$ cat config.mk
export PLATFORM = sky130hd
export DESIGN_NAME = telemetry_frame_encoder_flat
export DESIGN_NICKNAME = d
export VERILOG_FILES = /design/src/sv/tfe_pkg.sv /design/src/sv/tfe_channels.sv /design/src/sv/telemetry_frame_encoder.sv /design/src/flat_wrapper.sv
export VERILOG_INCLUDE_DIRS = /design/src /design/src/sv
export SDC_FILE = /design/constraint.sdc
export NUM_CORES = 1
export LEC_CHECK = 0
export ABC_CLOCK_PERIOD_IN_PS = 8700
export BUFFER_PORTS_ARGS = -buffer_cell sky130_fd_sc_hd__buf_2
export CAP_MARGIN = 20
export CORE_MARGIN = 3
export CORE_UTILIZATION = 59
export DETAILED_ROUTE_END_ITERATION = 8
export HOLD_SLACK_MARGIN = 0.12
export PLACE_DENSITY = 0.85
export SLEW_MARGIN = 15
export SYNTH_ARGS = -nofsm -noshare
export SYNTH_HDL_FRONTEND = slang
export SYNTH_SLANG_ARGS = --single-unit
export TNS_END_PERCENT = 100
$ cat constraint.sdc
create_clock -name clk -period 8.7 [get_ports clk]
set_input_delay 0.435 -clock clk [delete_from_list [all_inputs] [get_ports clk]]
set_output_delay 0.435 -clock clk [all_outputs]
set_load 0.02 [all_outputs]
$ cat src/sv/telemetry_frame_encoder_defines.svh
// Assertion macros for the telemetry frame encoder.
`ifndef TELEMETRY_FRAME_ENCODER_DEFINES_SVH
`define TELEMETRY_FRAME_ENCODER_DEFINES_SVH

`ifndef SYNTHESIS

// Same-cycle implication, checked on every rising clock edge outside reset.
`define TFE_ASSERT_IMP(label, clk, rst, ante, cons) \
  label: assert property (@(posedge clk) disable iff (rst) (ante) |-> (cons)) \
    else $error("telemetry_frame_encoder: same-cycle check failed");

// Next-cycle implication, checked on every rising clock edge outside reset.
`define TFE_ASSERT_NXT(label, clk, rst, ante, cons) \
  label: assert property (@(posedge clk) disable iff (rst) (ante) |=> (cons)) \
    else $error("telemetry_frame_encoder: next-cycle check failed");

`else

`define TFE_ASSERT_IMP(label, clk, rst, ante, cons)
`define TFE_ASSERT_NXT(label, clk, rst, ante, cons)

`endif

`endif

$ cat src/sv/tfe_pkg.sv
// Types, constants and control store of the telemetry frame encoder.
`default_nettype none

package tfe_pkg;

  localparam logic [7:0] ESC_BYTE   = 8'h7D;
  localparam logic [7:0] FLAG_BYTE  = 8'h7E;
  localparam logic [7:0] ESC_XOR    = 8'h20;
  localparam logic [7:0] TYPE_RESET = 8'h10;

  // Byte source selects of the datapath mux.
  typedef logic [2:0] tfe_sel_t;
  localparam tfe_sel_t SEL_TYPE  = 3'd0;
  localparam tfe_sel_t SEL_ID_LO = 3'd1;
  localparam tfe_sel_t SEL_ID_HI = 3'd2;
  localparam tfe_sel_t SEL_VAL0  = 3'd3;
  localparam tfe_sel_t SEL_VAL1  = 3'd4;
  localparam tfe_sel_t SEL_VAL2  = 3'd5;
  localparam tfe_sel_t SEL_VAL3  = 3'd6;
  localparam tfe_sel_t SEL_CSUM  = 3'd7;

  typedef logic [2:0] tfe_pc_t;

  // One control word per frame byte.
  typedef struct packed {
    tfe_sel_t sel;
    logic     acc;   // fold the byte into the checksum
    logic     last;  // final byte of the frame
    logic     done;  // end of program, return to idle
  } tfe_uop_t;

  function automatic tfe_uop_t tfe_rom(input tfe_pc_t pc);
    tfe_uop_t w;
    case (pc)
      3'd0:    w = '{sel: SEL_TYPE,  acc: 1'b1, last: 1'b0, done: 1'b0};
      3'd1:    w = '{sel: SEL_ID_LO, acc: 1'b1, last: 1'b0, done: 1'b0};
      3'd2:    w = '{sel: SEL_ID_HI, acc: 1'b1, last: 1'b0, done: 1'b0};
      3'd3:    w = '{sel: SEL_VAL0,  acc: 1'b1, last: 1'b0, done: 1'b0};
      3'd4:    w = '{sel: SEL_VAL1,  acc: 1'b1, last: 1'b0, done: 1'b0};
      3'd5:    w = '{sel: SEL_VAL2,  acc: 1'b1, last: 1'b0, done: 1'b0};
      3'd6:    w = '{sel: SEL_VAL3,  acc: 1'b1, last: 1'b0, done: 1'b0};
      default: w = '{sel: SEL_CSUM,  acc: 1'b0, last: 1'b1, done: 1'b1};
    endcase
    return w;
  endfunction

endpackage

`default_nettype wire

$ cat src/sv/tfe_channels.sv
// Valid/ready channel interfaces of the telemetry frame encoder.
`default_nettype none

interface tfe_item_if;
  logic               valid;
  logic               ready;
  logic [15:0]        sensor_id;
  logic signed [31:0] sensor_value;
  modport source (output valid, output sensor_id, output sensor_value, input ready);
  modport sink   (input valid, input sensor_id, input sensor_value, output ready);
endinterface

interface tfe_frame_if;
  logic       valid;
  logic       ready;
  logic [7:0] out_byte;
  logic       last_byte;
  modport source (output valid, output out_byte, output last_byte, input ready);
  modport sink   (input valid, input out_byte, input last_byte, output ready);
endinterface

interface tfe_cfg_if;
  logic       valid;
  logic       ready;
  logic [7:0] frame_type;
  modport source (output valid, output frame_type, input ready);
  modport sink   (input valid, input frame_type, output ready);
endinterface

`default_nettype wire

$ cat src/sv/telemetry_frame_encoder.sv
// Telemetry frame encoder: one sensor reading in, one byte-stuffed frame out.
//
// item  : sink of (sensor_id, sensor_value) beats. One beat starts one frame.
// frame : source of line bytes; last_byte marks the final beat of a frame.
// cfg   : write channel for the frame type byte, always ready; write it idle.
//
// A frame is the type byte, id and value low byte first, and the checksum,
// with 0x7D/0x7E escaped as a two-byte pair, so 8 to 16 beats long.
// An eight-word control program steps one frame byte per word; an escape
// holds its word for a second step, 0x7D first and then the byte XOR 0x20.
// Once the item beat is taken, busy is set and the first step loads the
// first byte into the output register, then one byte per cycle while the
// receiver takes them. The next item is taken the cycle after the last
// byte is loaded. When frame.ready is low the output register holds its
// beat and the sequencer waits. Reset empties the output, stops any frame
// in flight and sets the frame type to 0x10.
`default_nettype none

module telemetry_frame_encoder (
  input  wire logic   clk,
  input  wire logic   rst,
  tfe_item_if.sink    item,
  tfe_frame_if.source frame,
  tfe_cfg_if.sink     cfg
);
  import tfe_pkg::*;

  `include "telemetry_frame_encoder_defines.svh"

  logic [7:0]  frame_type;
  logic [15:0] id;
  logic [31:0] value;
  logic [7:0]  sum;
  logic [7:0]  sum_next;
  logic [8:0]  sum_wide;
  logic        busy;
  logic        esc;
  tfe_pc_t     pc;
  logic        out_valid;
  logic [7:0]  out_byte;
  logic        last_byte;

  tfe_uop_t    uop;
  logic [7:0]  cur;
  logic        special;
  logic        step;
  logic        take;

  assign cfg.ready       = 1'b1;
  assign item.ready      = !busy;
  assign frame.valid     = out_valid;
  assign frame.out_byte  = out_byte;
  assign frame.last_byte = last_byte;

  assign take = item.valid && !busy;
  assign step = busy && (!out_valid || frame.ready);
  assign uop  = tfe_rom(pc);

  always_comb begin
    case (uop.sel)
      SEL_TYPE:  cur = frame_type;
      SEL_ID_LO: cur = id[7:0];
      SEL_ID_HI: cur = id[15:8];
      SEL_VAL0:  cur = value[7:0];
      SEL_VAL1:  cur = value[15:8];
      SEL_VAL2:  cur = value[23:16];
      SEL_VAL3:  cur = value[31:24];
      SEL_CSUM:  cur = ~sum;
      default:   cur = '0;
    endcase
  end

  assign special = (cur == ESC_BYTE) || (cur == FLAG_BYTE);

  // End-around carry: the carry out is added back into the low byte.
  assign sum_wide = {1'b0, sum} + {1'b0, cur};
  assign sum_next = sum_wide[7:0] + {7'd0, sum_wide[8]};

  always_ff @(posedge clk) begin
    if (rst) begin
      frame_type <= TYPE_RESET;
    end else if (cfg.valid) begin
      frame_type <= cfg.frame_type;
    end
  end

  always_ff @(posedge clk) begin
    if (rst) begin
      busy      <= 1'b0;
      esc       <= 1'b0;
      pc        <= '0;
      out_valid <= 1'b0;
    end else begin
      if (step) begin
        out_valid <= 1'b1;
      end else if (frame.ready) begin
        out_valid <= 1'b0;
      end
      if (take) begin
        busy <= 1'b1;
        esc  <= 1'b0;
        pc   <= '0;
      end else if (step) begin
        if (special && !esc) begin
          esc <= 1'b1;
        end else begin
          esc <= 1'b0;
          pc  <= pc + 3'd1;
          if (uop.done) begin
            busy <= 1'b0;
          end
        end
      end
    end
  end

  always_ff @(posedge clk) begin
    if (take) begin
      id    <= item.sensor_id;
      value <= $unsigned(item.sensor_value);
      sum   <= '0;
    end else if (step) begin
      if (special && !esc) begin
        out_byte  <= ESC_BYTE;
        last_byte <= 1'b0;
      end else begin
        out_byte  <= esc ? (cur ^ ESC_XOR) : cur;
        last_byte <= uop.last;
        if (uop.acc) begin
          sum <= sum_next;
        end
      end
    end
  end

  // An escape pending means the 0x7D half of the pair is in the output.
  `TFE_ASSERT_IMP(a_esc_pair, clk, rst, esc, out_valid && out_byte == ESC_BYTE && !last_byte)
  // A new frame always starts at the top of the program.
  `TFE_ASSERT_NXT(a_frame_start, clk, rst, item.valid && item.ready, busy && pc == '0 && !esc)
  // The final byte never leaves with an escape still owed.
  `TFE_ASSERT_IMP(a_last_clean, clk, rst, out_valid && last_byte, !esc || busy)

endmodule

`default_nettype wire

$ cat src/flat_wrapper.sv
// flat-port wrapper written by rule: the top's interface ports become plain ports
module telemetry_frame_encoder_flat import tfe_pkg::*;
  (clk, rst, item_valid, item_sensor_id, item_sensor_value, item_ready, frame_valid, frame_out_byte, frame_last_byte, frame_ready, cfg_valid, cfg_frame_type, cfg_ready);
  tfe_item_if item_i ();
  tfe_frame_if frame_i ();
  tfe_cfg_if cfg_i ();
  input  wire logic clk;
  input  wire logic rst;
  input wire logic [$bits(item_i.valid)-1:0] item_valid;
  input wire logic [$bits(item_i.sensor_id)-1:0] item_sensor_id;
  input wire logic [$bits(item_i.sensor_value)-1:0] item_sensor_value;
  output wire logic [$bits(item_i.ready)-1:0] item_ready;
  output wire logic [$bits(frame_i.valid)-1:0] frame_valid;
  output wire logic [$bits(frame_i.out_byte)-1:0] frame_out_byte;
  output wire logic [$bits(frame_i.last_byte)-1:0] frame_last_byte;
  input wire logic [$bits(frame_i.ready)-1:0] frame_ready;
  input wire logic [$bits(cfg_i.valid)-1:0] cfg_valid;
  input wire logic [$bits(cfg_i.frame_type)-1:0] cfg_frame_type;
  output wire logic [$bits(cfg_i.ready)-1:0] cfg_ready;
  assign item_i.valid = item_valid;
  assign item_i.sensor_id = item_sensor_id;
  assign item_i.sensor_value = item_sensor_value;
  assign item_ready = item_i.ready;
  assign frame_valid = frame_i.valid;
  assign frame_out_byte = frame_i.out_byte;
  assign frame_last_byte = frame_i.last_byte;
  assign frame_i.ready = frame_ready;
  assign cfg_i.valid = cfg_valid;
  assign cfg_i.frame_type = cfg_frame_type;
  assign cfg_ready = cfg_i.ready;
  telemetry_frame_encoder u_core (.clk(clk), .rst(rst), .item(item_i), .frame(frame_i), .cfg(cfg_i));
endmodule
# Yosys cells after proc, flatten, opt, wreduce, memory -nomap -nowiden
# Index checks and enable logic that the tools add are counted.
# op_classes
reduce_logical	18
bitwise	4
eq_ne	16
n_addsub	3
n_mux	10
# ops
op	count
$pmux 8 s8	1
$pmux 6 s7	1
$eq 3x3->1 const B	7
$eq 8x7->1 const B	2
$eq 3x2->1 const B	4
$add 8x8->9	1
$add 8x1->8	1
$not 8->8	1
$mux 1	7
$eq 3x1->1 const B	2
$logic_not 3->1	2
$mux 6	1
$reduce_and 3->1	2
$reduce_bool 2->1	3
$reduce_and 2->1	2
$add 3x1->3 const B	1
$logic_and 1x1->1	3
$logic_not 1->1	3
$not 1->1	3
$logic_or 1x1->1	2
$ne 2x1->1 const B	1
$reduce_or 2->1	1
# word_totals
reg_bits	79
inputBits	61
out_inout_bits	12

# Depth between registers and ports, before layout
# depth
depth_word	10
mapped_depth	24

# Worst setup path after synthesis
# No wires, ideal clock.
# synth_path
path_type	register -> register
start	register u_core.pc[0]
end	register u_core.sum[6]
setup_slack_ns	4.448
arrival_ns	4.021
setup_time_ns	0.231
period_less_slack_ns	4.252
path_stages_with_launch	24
required_time_ns	8.469
path_cell_list	dfxtp_1 > inv_1 > ha_1 > or3_4 > o22ai_2 > mux2_1 > o221ai_1 > o21a_1 > ha_1 > inv_1 > fa_1 > nand2b_1 > a211oi_1 > o21a_1 > o21a_1 > o21ai_0 > nand2b_1 > ha_1 > ha_1 > and3_1 > nand2_1 > nor2_1 > xnor2_1 > a211oi_2
# synth_between
elab_chain_len	9
# synth_lines
item	line	rtl
start, declared	telemetry_frame_encoder.sv:38	tfe_pc_t pc;
start signal, assigned	telemetry_frame_encoder.sv:108	pc <= pc + 3'd1;
$eq 3x3->1, or another cell as far along	tfe_pkg.sv:34	case (pc)
$pmux 6 s7 *	tfe_pkg.sv:34	
$eq 3x3->1, or another cell as far along	telemetry_frame_encoder.sv:60	case (uop.sel)
$pmux 8 s8 *	telemetry_frame_encoder.sv:60	
named net u_core.cur[0]	telemetry_frame_encoder.sv:44	logic [7:0] cur;
parallel branches: the longest is 5 deep, another holds $add 8x8->9	n/a	
end signal, assigned	telemetry_frame_encoder.sv:130	sum <= sum_next;
end, declared	telemetry_frame_encoder.sv:33	logic [7:0] sum;
# Mark *: on every way through the listed nets, which the timed path passes.
# A chain may end at the register's enable or synchronous reset.

# Worst setup path in the final report
# layout_path
start	register u_core.pc[0]
end	register u_core.sum[7]
# The elaborated chain is that of the path after synthesis.

==> summary.md <==
| Metric | Value |
|---|---|
| Status | `complete, no violations` |
| Highest clock rate | `187 MHz` |
| Mapped Cells | `305` |
| Skew-Pair Late Insertion Delay | `0.35 ns` |
| Reg2reg setup slack | `3.35 ns` |
| Drt wl/cell | `approximately 17 um` |
| H-Tree Depth | `3` |
| Critical Path Source Type | `flip-flop` |
| Cts bufs inserted | `9` |
| Final GP Congestion | `0.954` |
| R2R Path End | `u_core.sum[7]$_SDFFE_PP0P_` |
| Die Span X | `86.3 um` |
| Remaining DRCs | `0` |
| Port Buf Inserts | `71` |
| Hold Vio Cnt, Final | `0` |
| GR peak layer | `met2` |
| Dpl ws | `approximately 3.5 ns` |
| Syn_nets | `383` |
| DP Wirelength | `between 5000 and 6000 um` |
| Hold Crit Class | `in2reg` |
| Buffer count from post-CTS setup fixing | `0` |
| Number of gates resized after cts | `0` |
| I/O Pins | `73` |
| NumNets Final | `449` |
| DIE HEIGHT | `86.3 um` |
| CP arrival | `about 5.6 ns` |
| Largest family of logic cells by synthesized area | `compound AO/OA/AOI/OAI gates` |
| Post-Synth XOR/XNOR Area | `3.39%` |
| CP top delay family | `compound AO/OA/AOI/OAI gates` |
| LEAKAGE | `about 1.8 nW` |
| Clock Sinks | `between 70 and 80` |
| Internal | `0.663 mW` |
| Hold Buf Count CTS | `0` |
| Asr flop ratio synth | `0%` |
| Pwr dens | `214 nW/um^2` |
| Leading post-synthesis cells by cell area | `edfxtp_1 45%, dfxtp_1 12%, ha_1 5.3%` |
| Synth area leader | `edfxtp_1` |
| M2 GR Usage | `36.9%` |
| Main flop type after synthesis | `edfxtp_1` |
| Reg2reg path depth | `23` |
| CP endpoint kind | `flip-flop` |
| Initial drt markers | `156` |
| Vias in the first global route | `2629` |
| Syn. warnings | `0` |
| Final setup viols | `0` |
| Core area | `roughly 6100 um^2` |
| Simple-gate portion of the synthesized area | `9.08%` |
| Synth Cell Area | `3800 um^2` |
| Share of cells above drive strength 1 | `around 29%` |
| Met3 usage | `6.46%` |
| Hold WS | `approximately 0.25 ns` |
| Tmin final | `between 5 and 6 ns` |
| CTS tree | `built` |
| Row count | `28` |
| Combinational share of power | `21.2%` |
| Total GRT Usage | `22.7%` |
| Worst slew pin tran | `0.839 ns` |
| Worst r2r src | `u_core.pc[0]$_SDFFE_PP0P_` |
| Diodes inserted | `0` |
| Cell Chain, Critical Path | `inv_1, ha_1, or3_4, o22ai_2, mux2_1, o221ai_1, o21a_1, ha_1, inv_1, fa_1, nand2b_1, a211oi_1, o21a_1, o21a_1, o21ai_0, nand2b_1, ha_1, and3_1, nand3_1, nor2_1, nand2_1, xor3_1, a211oi_2` |
| Detailed Routing Iterations Pass 1 | `4` |
| Hold path startpoint | `item_sensor_value[29]` |
| Clk_skew | `0.0109 ns` |
| Worst setup margin | `roughly 3.3 ns` |
| Clock Tree Buf Depth | `2` |
| Area Overhead vs Synth | `15.4%` |
| Via Count | `around 2700` |
| Maximum vdd drop | `between 0.00015 and 0.0002 V` |
| Total grt overflow | `0` |
| Part of the cycle the worst path needs | `between 60% and 70%` |
| Area share of the largest cell type after synthesis | `45.0%` |
| Slew Viols, Final | `0` |
| Global-route wire length before repair | `12900 um` |
| Mean post-synth cell area | `12.5 um^2` |
| Clk slew on worst S/H paths | `0.09 ns` |
| Initial antenna violation count | `0` |
| Hold-critical path depth | `1` |
| Synth Area in Adders | `5.79%` |
| Setup TNS Final | `0 ns` |
| Post-synth EDFFs | `57` |
| RSZ-0062 raised after global routing | `false` |
| Setup CP Type | `reg2reg` |
| Seq cells post-synth | `79` |
| Root Driver | `clkbuf_8` |
| Yosys cell types | `57` |
| Reg power frac | `between 40 and 50%` |
| Switching Fraction | `29.5%` |
| ANT nets after route | `0` |
| WP buf/inv | `2` |
| Clock share of power | `30.0%` |
| Max Fanout on Critical Path | `22` |
| Worst EP required | `8.97 ns` |
| Multiplexer area fraction after synthesis | `3.72%` |
| Total Wirelength | `7870 um` |
| Synth Area in Compound Gates | `17.3%` |
| Register area share after synthesis | `56.6%` |
| Psw | `0.278 mW` |
| Met1 GRT Util | `29.5%` |
| Final Power | `between 0.9 and 1 mW` |
| WHS Endpoint | `u_core.value[29]$_DFFE_PP_` |
| Max Cap Viol | `0` |
| Worst slew margin | `43.4%` |
| Pin count of the biggest net entering global routing | `61` |
| Vias per inst | `5.90` |
| Die area | `7440 um^2` |
| Initial Util | `slightly above 60%` |
| Crit path largest cell delay | `0.51 ns` |
| Highest-delay cell along the critical path | `o22ai_2` |
## per-layer routing
layer | wire length, um | up-vias
met5 | 0 | -
met4 | 216 | 0
met3 | 617 | 16
met2 | 3850 | 111
met1 | 3180 | 1244
li1 | - | 1291
## cell families after synthesis
group | count (synthesis)
simple gates | 69
other cells | 1
buf+inv | 33
mux | 14
flops | 79
xor+xnor | 13
fa+ha+maj | 17
compound gates | 79
## through the flow
step	cell area [um^2]	utilization, %	std cells
2_1_floorplan	3800	-	305
4_1_cts	4390	72.0	451
3_3_place_gp	4180	68.5	435
5_1_grt	4390	72.0	451
6_report	4390	72.0	451
3_5_place_dp	4180	68.5	435
## cells in the mapped netlist, types with 5 or more instances
cell      count
a211oi_2      7
a21o_1        5
a21oi_1      18
a222oi_1      6
a22oi_1       6
buf_2         6
clkbuf_1      7
dfxtp_1      22
edfxtp_1     57
ha_1         16
inv_1        15
mux2i_1      13
nand2_1      11
nand3_1       7
nor2_1       23
nor3_1        6
xnor2_1      10
## placed cells by master (no fill, tap or decap), types with 2 or more instances in the layout
cell type / instances
buf_2: 71
edfxtp_1: 57
nor2_1: 23
dfxtp_1: 22
a21oi_1: 18
ha_1: 16
inv_1: 15
mux2i_1: 13
nand2_1: 11
xnor2_1: 10
clkbuf_8: 9
a211oi_2: 7
nand3_1: 7
nor3_1: 6
a22oi_1: 6
a222oi_1: 6
a21o_1: 5
and2_1: 4
o21a_1: 4
o21ai_0: 4
a221oi_1: 4
nand2b_1: 3
a211oi_1: 3
o221ai_1: 3
inv_6: 3
o211a_1: 2
a221o_1: 2
nor2b_1: 2
xor2_1: 2
nor4_1: 2
o31ai_2: 2
or2_2: 2
and3_1: 2
o311ai_0: 2
clkinvlp_4: 2
buf_4: 2
## state kept, by name, indices dropped and copies added (netlist names)
register                cells
u_core.frame.last_byte      1
u_core.frame.valid          1
u_core.frame.out_byte       8
u_core.busy                 1
u_core.esc                  1
u_core.id                  16
u_core.pc                   3
u_core.value               32
u_core.sum                  8
u_core.frame_type           8
## power groups by stage
stage / logic (mW) / clock network, mW / registers (mW)
floorplan: 0.145 / 0 / 0.465
global placement: 0.193 / 0 / 0.468
detailed placement: 0.198 / 0 / 0.468
CTS: 0.199 / 0.284 / 0.459
global route: 0.221 / 0.305 / 0.463
finish: 0.199 / 0.282 / 0.460
## how the worst max path moves through the flow
stage,from,end,depth (start not counted)
6_report,u_core.pc[0]$_SDFFE_PP0P_,u_core.sum[7]$_SDFFE_PP0P_,23
5_1_grt,u_core.pc[1]$_SDFFE_PP0P_,u_core.sum[7]$_SDFFE_PP0P_,23
4_1_cts,u_core.pc[0]$_SDFFE_PP0P_,u_core.sum[7]$_SDFFE_PP0P_,23
3_5_place_dp,u_core.pc[1]$_SDFFE_PP0P_,u_core.sum[7]$_SDFFE_PP0P_,23
3_3_place_gp,u_core.pc[1]$_SDFFE_PP0P_,u_core.sum[7]$_SDFFE_PP0P_,23
2_1_floorplan,u_core.pc[0]$_SDFFE_PP0P_,u_core.sum[6]$_SDFFE_PP0P_,23
## area by class of cell
cell class | instances | area [um^2]
inverters | 15 | 56.3
clock inverters | 7 | 87.6
repair buffers | 73 | 370
clock buffers | 9 | 124
fillers | 433 | 1710
flip-flops and latches | 79 | 2150
multi-input cells | 193 | 1500
well taps | 75 | 93.8
Power figures use the tool's default switching activity.
